## src/hdl/rla_pkg.sv

```systemverilog
// ----------------------------------------------------------------------------
// rla_pkg
// Shared types and constants of the receive line assembler queue: controller
// states, character codes and the command and status groups.
// ----------------------------------------------------------------------------
package rla_pkg;

  localparam logic [7:0] CH_CR = 8'h0D;
  localparam logic [7:0] CH_LF = 8'h0A;
  localparam logic [5:0] MAX_RESULTS = 6'd63;

  typedef enum logic [2:0] {
    ST_IDLE,
    ST_COPY,
    ST_LOOK,
    ST_FIRST,
    ST_EMIT
  } state_t;

  typedef struct packed {
    logic build_append;
    logic build_clear;
    logic copy_start;
    logic copy_step;
    logic read_start;
    logic limit_load;
    logic first_load;
    logic emit_step;
    logic emit_none;
    logic emit_blank;
    logic emit_byte;
  } cmd_t;

  typedef struct packed {
    logic req_read;
    logic rx_err;
    logic is_cr;
    logic is_lf;
    logic build_empty;
    logic build_full;
    logic queue_empty;
    logic queue_full;
    logic copy_last;
    logic limit_zero;
    logic data_zero;
    logic emit_end;
  } status_t;

endpackage

```

## src/hdl/rla_ctrl.sv

```systemverilog
// ----------------------------------------------------------------------------
// rla_ctrl
// Controller: sequences byte handling, line copy into the queue and line
// read-out, and drives the datapath commands.
// ----------------------------------------------------------------------------
module rla_ctrl (
  input  logic             clk,
  input  logic             rst,
  input  logic             start,
  input  rla_pkg::status_t status,
  output rla_pkg::cmd_t    cmd,
  output logic             busy
);
  import rla_pkg::*;

  state_t state;
  state_t state_next;

  always_ff @(posedge clk) begin
    if (rst) begin
      state <= ST_IDLE;
    end else begin
      state <= state_next;
    end
  end

  always_comb begin
    state_next = state;
    unique case (state)
      ST_IDLE: begin
        if (start) begin
          if (status.req_read) begin
            if (!status.queue_empty) state_next = ST_LOOK;
          end else if (!status.rx_err && status.is_lf && !status.build_empty &&
                       !status.queue_full) begin
            state_next = ST_COPY;
          end
        end
      end
      ST_COPY: begin
        if (status.copy_last) state_next = ST_IDLE;
      end
      ST_LOOK: begin
        state_next = status.limit_zero ? ST_IDLE : ST_FIRST;
      end
      ST_FIRST: begin
        state_next = status.data_zero ? ST_IDLE : ST_EMIT;
      end
      ST_EMIT: begin
        if (status.emit_end) state_next = ST_IDLE;
      end
      default: state_next = ST_IDLE;
    endcase
  end

  always_comb begin
    cmd  = '0;
    busy = 1'b1;
    unique case (state)
      ST_IDLE: begin
        busy = 1'b0;
        if (start) begin
          priority if (status.req_read) begin
            if (status.queue_empty) cmd.emit_none = 1'b1;
            else cmd.read_start = 1'b1;
          end else if (status.rx_err || status.is_cr) begin
            // dropped
          end else if (status.is_lf) begin
            priority if (status.build_empty) begin
            end else if (status.queue_full) begin
              cmd.build_clear = 1'b1;
            end else begin
              cmd.copy_start = 1'b1;
            end
          end else if (status.build_full) begin
            cmd.build_clear = 1'b1;
          end else begin
            cmd.build_append = 1'b1;
          end
        end
      end
      ST_COPY: begin
        cmd.copy_step = 1'b1;
      end
      ST_LOOK: begin
        cmd.limit_load = 1'b1;
        if (status.limit_zero) cmd.emit_blank = 1'b1;
      end
      ST_FIRST: begin
        if (status.data_zero) cmd.emit_blank = 1'b1;
        else cmd.first_load = 1'b1;
      end
      ST_EMIT: begin
        cmd.emit_byte = 1'b1;
        if (!status.emit_end) cmd.emit_step = 1'b1;
      end
      default: busy = 1'b1;
    endcase
  end

endmodule

```

## config.mk

```make
export PLATFORM = sky130hd
export DESIGN_NAME = rla_ctrl
export DESIGN_NICKNAME = d
export VERILOG_FILES = /design/src/hdl/rla_pkg.sv /design/src/hdl/rla_ctrl.sv
export SDC_FILE = /design/constraint.sdc
export NUM_CORES = 1
export LEC_CHECK = 0
export BUFFER_PORTS_ARGS = -buffer_cell sky130_fd_sc_hd__buf_2
export CELL_PAD_IN_SITES_DETAIL_PLACEMENT = 1
export CELL_PAD_IN_SITES_GLOBAL_PLACEMENT = 2
export CORE_MARGIN = 2
export CORE_UTILIZATION = 18
export DETAILED_ROUTE_END_ITERATION = 7
export GPL_ROUTABILITY_DRIVEN = 0
export MAX_ROUTING_LAYER = met4
export PLACE_DENSITY = 0.76
export SLEW_MARGIN = 25
export SYNTH_ARGS = -nofsm -noshare
export SYNTH_HDL_FRONTEND = slang
export SYNTH_SLANG_ARGS = --single-unit
```

## constraint.sdc

```tcl
create_clock -name clk -period 2.9 [get_ports clk]
set_input_delay 0.145 -clock clk [delete_from_list [all_inputs] [get_ports clk]]
set_output_delay 0.145 -clock clk [all_outputs]
set_load 0.01 [all_outputs]
```

# == Yosys cells after proc, flatten, opt, wreduce, memory -nomap -nowiden ==
# Cells that the tools add are included.
# totals
register_bits,3
input_bits,15
word_cells,59
# classes
eq_ne,9
muxes,40
n_reduce_logical,9
# op_table
cell,n
$mux W3,11
$mux W1,25
$pmux W3 S5,1
$eq A3 B2 Y1 const B,2
$ne A2 B2 Y1 const B,3
$ne A3 B3 Y1 const B,2
$reduce_and A5 Y1,1
$mux W2,2
$eq A3 B1 Y1 const B,1
$eq A3 B3 Y1 const B,1
$logic_and A1 B1 Y1,3
$logic_not A1 Y1,3
$logic_not A3 Y1,1
$pmux W1 S2,1
$logic_or A1 B1 Y1,1

# == Logic depth before layout (Yosys ltp) ==
# Gate-level depths: netlist of run 1.
# logic_depth
word_depth,8
depth_mapped,5
ltp_nobuf,4

# == Worst setup path before layout of run 1 ==
# OpenSTA, ideal clock, no wires.
# synth_path
path_kind,reg-to-output
start,reg state[0]
end,out cmd[10] in the netlist's numbering
arrival_time_ps,1281
required_time_ps,2755
path_slack_ps,1474
stages_incl_launch_ff,6
n_path_buf,1
path_cell_list,dfxtp_1 -> buf_2 -> or2_2 -> nor2_1 -> nand3_1 -> nor3_1
# synth_rtl
item,line,source
start: declaration,rla_ctrl.sv:16,state_t state;
start signal: assignment,rla_ctrl.sv:23,state <= state_next;
end: declaration,rla_ctrl.sv:11,"output rla_pkg::cmd_t cmd,"

==> metrics, run 1 <==
via count=417; Antenna diodes=0; worst reg2reg endpoint=state[0]; RSZ-0062 raised after global routing=false; Final Skew=3.814 ps; most frequent cell after synthesis=nor2_1; DRC=0; worst hold path type=input pin to register; row cnt=15; Worst setup SP type=register; Yosys cell types=23; Max Slew Vio Count=0; Detailed Route WL=987 um; #FFs+latches synth=3; CP endpoint kind=output pin; FF-to-FF path depth=4; initial drt markers=1; first-pass GRT wire length=1.455 mm; Final Util=0.2877; Synth Instances=47; Power Dens Cells=343.9 nW/um2; Final Critical Period=1745 ps; Area after DPL=470.5 um2; Final ANT Viol Nets=0; CTS Sinks=3; max reg flops=3; fraction of layout cells with a size suffix above 1=0.4110; Num CTS Buffers=3; ys flop type=dfxtp_1; Post-Syn Nets=62; Leakage=0.2553 nW; P&R area growth vs syn=49.81%; top-area cell type share of the netlist area=0.1811; final setup TNS=0 ps; Layout Nets=89; # port buffers=26; initial antenna violation count=0; hold path startpoint=rst; vias in the first global route=357; Top Registers=state (3); hold path depth=2; DRT Pass-1 Iters=2; DP HPWL=815.6 um; Area contributors post-synth=dfxtp_1 (18%), mux2i_1 (9.1%), nor2b_1 (7.5%), nor2_1 (6.8%), nor3b_1 (6.8%); Inst Count DP=94; average size of a mapped cell=7.055 um2; post-synth top area cell=dfxtp_1; Post-Layout Cell Count=98; Clock Latency Late Sink=230 ps; maximum clock frequency=573.1 MHz; largest net degree at the start of global routing=12; Clock Tree Root=clkbuf_4; Initial Util=0.1920; Tot GR Track Use=0.09735; Yosys Warn Count=0; Cell Area, Synth=331.6 um2; setup bufs post-CTS=0; Final Hold Fails=0; cts repair resizes=0; I/O pin count=27; register area=60.06 um2; Chip Width=46.92 um; Layout fillers=251; number of max-cap violations=0; hold buffer count at cts=0; Design Area, Final=496.7 um2; fin crit share=0.6017; Hold Path Sink=state[1]; WP data arrival=1600 ps; asr flop ratio synth=0; TritonCTS clock tree=done; flop2flop setup slack=1350 ps; maximum VDD drop=0.1325 mV; drt via density=4.255; die area=2201 um2; Worst Tran Pin Value=407.1 ps; area of the multi-input gates=234.0 um2; top cells by count, synth=nor2_1 (6), inv_1 (4), nor2b_1 (4); H-Tree Depth=1; Slew HR=0.7216; Die Y=46.92 um; Crit Reg-Reg Startpoint=state[2]; crit path kind=register to output pin; final setup vio count=0; EDFF count, synth=0; WL/cell=10.07 um; status=finished, final reports clean; clock tree buffer depth=2; Biggest register=state; Worst-path clk slew=40 ps; CP required=2760 ps; sequential share of the synthesized area=0.1811; Congestion Overflow GR=0; highest net fanout along the worst path=9; core area=1727 um2
[worst max-delay path: stages (launching register included)]
cell,delay (ps)
dfxtp_1,390
or2_2,350
nor2_1,170
nand3_1,150
nor3_1,150
buf_2,150
[worst max-delay path by stage]
stage / startpoint / endpoint / slack (ps)
floorplan: state[0] / cmd[10] / 1470
global placement: state[2] / state[0] / 1320
detailed placement: state[2] / state[0] / 1310
CTS: state[0] / cmd[10] / 1120
global route: state[0] / cmd[10] / 1030
finish: state[0] / cmd[10] / 1160
[cell families (layout without fill, tap and decap cells)]
| kind of cell | after synthesis | count (layout) | share of synthesized area |
|---|---|---|---|
| flip-flops | 3 | 3 | 0.1811 |
| AND/OR/NAND/NOR | 26 | 26 | 0.4604 |
| multiplexers | 4 | 4 | 0.1245 |
| AO/OA/AOI/OAI | 6 | 6 | 0.1208 |
| buffers and inverters | 8 | 34 | 0.1132 |
[layer usage]
metal	GRT usage	wire length [um]	part of all wire
met5	-	0	0
met4	0.03333	0	0
met3	0.04615	66	0.067
met2	0.1425	457	0.46
met1	0.1164	463	0.47
[area by class of cell]
type	count	area share
sequential	3	0.1209
multi-input combinational	36	0.4710
timing repair buffer	26	0.2620
clock buffer	4	0.05290
tap	25	0.06297
inverter	4	0.03023
[power breakdown]
part / switching (mW) / leakage, nW / total (mW) / internal (mW)
Sequential: 0.00508 / 0.0244 / 0.0487 / 0.0436
Clock: 0.0227 / 0.0150 / 0.0743 / 0.0516
Combinational: 0.0238 / 0.216 / 0.0478 / 0.0240
[per-stage QoR]
step	setup WS, ps	power, mW	hold WS, ps
global placement	1324	0.09747	386.1
CTS	1120	0.1756	140.0
floorplan	1474	0.07585	223.5
finish	1155	0.1708	143.9
detailed placement	1314	0.09764	391.0
global route	1033	0.1834	156.5
[cell usage in the layout (no fill, tap or decap), types with 3 or more instances in the layout]
cell type  synthesis  routed
nand3_1            3       3
mux2i_1            3       3
nor2b_1            4       4
clkbuf_4           0       3
nor2_1             6       6
inv_1              4       4
dfxtp_1            3       3
buf_2              3      26
nor3b_1            3       3
No activity file was read; power rests on OpenSTA's default activity.
==> inputs of run 2 (changes only) <==
--- a/config.mk
+++ b/config.mk
@@ -8,12 +8,13 @@
 export BUFFER_PORTS_ARGS = -buffer_cell sky130_fd_sc_hd__buf_2
 export CELL_PAD_IN_SITES_DETAIL_PLACEMENT = 1
 export CELL_PAD_IN_SITES_GLOBAL_PLACEMENT = 2
+export CORE_ASPECT_RATIO = 0.7
 export CORE_MARGIN = 2
-export CORE_UTILIZATION = 18
+export CORE_UTILIZATION = 16
 export DETAILED_ROUTE_END_ITERATION = 7
 export GPL_ROUTABILITY_DRIVEN = 0
 export MAX_ROUTING_LAYER = met4
-export PLACE_DENSITY = 0.76
+export PLACE_DENSITY = 0.68
 export SLEW_MARGIN = 25
 export SYNTH_ARGS = -nofsm -noshare
 export SYNTH_HDL_FRONTEND = slang
==> constraint.sdc (replaced) <==
create_clock -name clk -period 1.8 [get_ports clk]
set_input_delay 0.09 -clock clk [delete_from_list [all_inputs] [get_ports clk]]
set_output_delay 0.09 -clock clk [all_outputs]
set_load 0.01 [all_outputs]
==> metrics, run 2 (same netlist as run 1, synthesis figures left out) <==
status=finished, final reports clean; fin crit share=0.8935; Antenna diodes=0 (unchanged); Final Hold Fails=0 (unchanged); Clock Latency Late Sink=240 ps (about the same); RSZ-0062 raised after global routing=false; clock power share=0.438 (+0.003); Worst-path clk slew=40 ps (about the same); CP endpoint kind=output pin; vias in the first global route=428 (+20%); first-pass GRT wire length=1.807 mm (+24%); Psw=0.08694 mW (+69%); die area=2458 um2 (+12%); Final Util=0.2617 (-0.02601); Leakage=0.2570 nW (+0.67%); maximum VDD drop=0.2425 mV (+83%); Clock Tree Root=clkbuf_4; Detailed Route WL=1.060 mm (+7.4%); most frequent cells in the layout=buf_2 (26), nor2_1 (5), inv_1 (4), nor2b_1 (4); maximum clock frequency=621.8 MHz; drt via density=4.579 (+7.6%); # port buffers=26 (unchanged); Biggest register=state; DRC=0 (unchanged); H-Tree Depth=1 (unchanged); Congestion Overflow GR=0 (unchanged); Max Slew Vio Count=0 (unchanged); Final Skew=1.994 ps (-1.820 ps); Chip Width=58.41 um (+24%); Internal=0.1934 mW (+62%); Worst Tran Pin Value=364.7 ps (-42.36 ps); sequential power share=0.283 (-0.002); max reg flops=3 (unchanged); Power Dens Cells=563.0 nW/um2 (+64%); Tot GR Track Use=0.1029 (+0.005519); final setup vio count=0 (unchanged); CP required=1710 ps (-1050 ps); clock tree buffer depth=2 (unchanged); I/O pin count=27 (unchanged); Num CTS Buffers=3 (unchanged); crit path launch=state[0]; CTS Sinks=3 (unchanged); number of max-cap violations=0 (unchanged); worst hold path type=input pin to register; most common cell after layout, fill and taps aside=buf_2; P&R area growth vs syn=50.19%; Final ANT Viol Nets=0 (unchanged); Switching Share=0.3101 (+0.008446); crit path kind=register to output pin; WP data arrival=1520 ps (-80 ps); flop2flop setup slack=330 ps (-1020 ps); Final Critical Period=1608 ps; initial drt markers=4 (+3); Initial Util=0.1742 (-0.01780); hold path startpoint=rst; via count=435 (+4.3%); Layout Nets=89 (unchanged); Die Y=42.09 um (-10%); TritonCTS clock tree=done; largest net degree at the start of global routing=12 (unchanged); WL/cell=11.16 um (+11%); DRT Pass-1 Iters=3 (+1); Worst setup SP type=register; row cnt=13 (-2); Slew HR=0.7535 (+0.03195); highest net fanout along the worst path=9 (unchanged); initial antenna violation count=0 (unchanged); final setup TNS=0 ps (unchanged); fraction of layout cells with a size suffix above 1=0.4521 (+0.04110); DP HPWL=878.4 um (+7.7%); Total Power=0.2803 mW (+64%); Comb pwr share=0.279 (about the same); core area=1903 um2 (+10%); Crit Reg-Reg Startpoint=state[2]; Top Registers=state (3)
## run 2: cell count changes in the layout (fill, tap and decap cells not counted)
cell	previous run	this run
nor2_1	6	5
nor2_2	0	1
dfxtp_1	3	1
dfxtp_2	0	2
## run 2: path summary, 6_finish.rpt
kind / end / cells after the start
worst max-delay path: cmd[10] / 5
worst min-delay path: state[1] / 2
worst max register to register: state[0] / 4
worst min register to register: state[1] / 2
## run 2: what timing repair did
action,CTS,global route
buffers inserted,0,0
hold buffers,0,0
resized for setup,0,3
endpoints found under the setup margin,0,3
## run 2: cell type report
| cell class | count | area (um2) |
|---|---|---|
| fillers | 253 | 1405 |
| flip-flops and latches | 3 | 62.56 |
| well taps | 22 | 27.53 |
| multi-input cells | 36 | 236.5 |
| inverters | 4 | 15.01 |
| clock buffers | 4 | 26.28 |
| repair buffers | 26 | 130.1 |
## run 2: routing by layer
metal	share of wire	global-route usage
met3	0.097	0.04630
met1	0.45	0.1105
met2	0.43	0.1506
met5	0	-
met4	0.027	0.06977
## run 2: power by group through the flow
stage / Combinational [mW] / Clock (mW) / Sequential [mW]
2_1_floorplan: 0.0504 / 0 / 0.0718
4_1_cts: 0.0791 / 0.129 / 0.0788
3_3_place_gp: 0.0786 / 0 / 0.0795
5_1_grt: 0.0887 / 0.140 / 0.0809
6_report: 0.0781 / 0.123 / 0.0795
3_5_place_dp: 0.0788 / 0 / 0.0799
## run 2: worst max-delay path: stages (launching register included)
cell     delay (ps)
dfxtp_2         360
or2_2           340
nor2_2          130
nand3_1         150
nor3_1          150
buf_2           150
## run 2: per-stage QoR
step | cell area [um2] | hold WS, ps | instances | worst slack (ps)
after floorplan | 331.6 | 168.5 | 47 | 411.7
after global placement | 466.7 | 340.0 | 91 | 290.2
after detailed placement | 466.7 | 328.9 | 91 | 213.6
after CTS | 493.0 | 76.52 | 95 | 43.29
after global routing | 498.0 | 96.39 | 95 | 31.44
final | 498.0 | 88.19 | 95 | 191.7
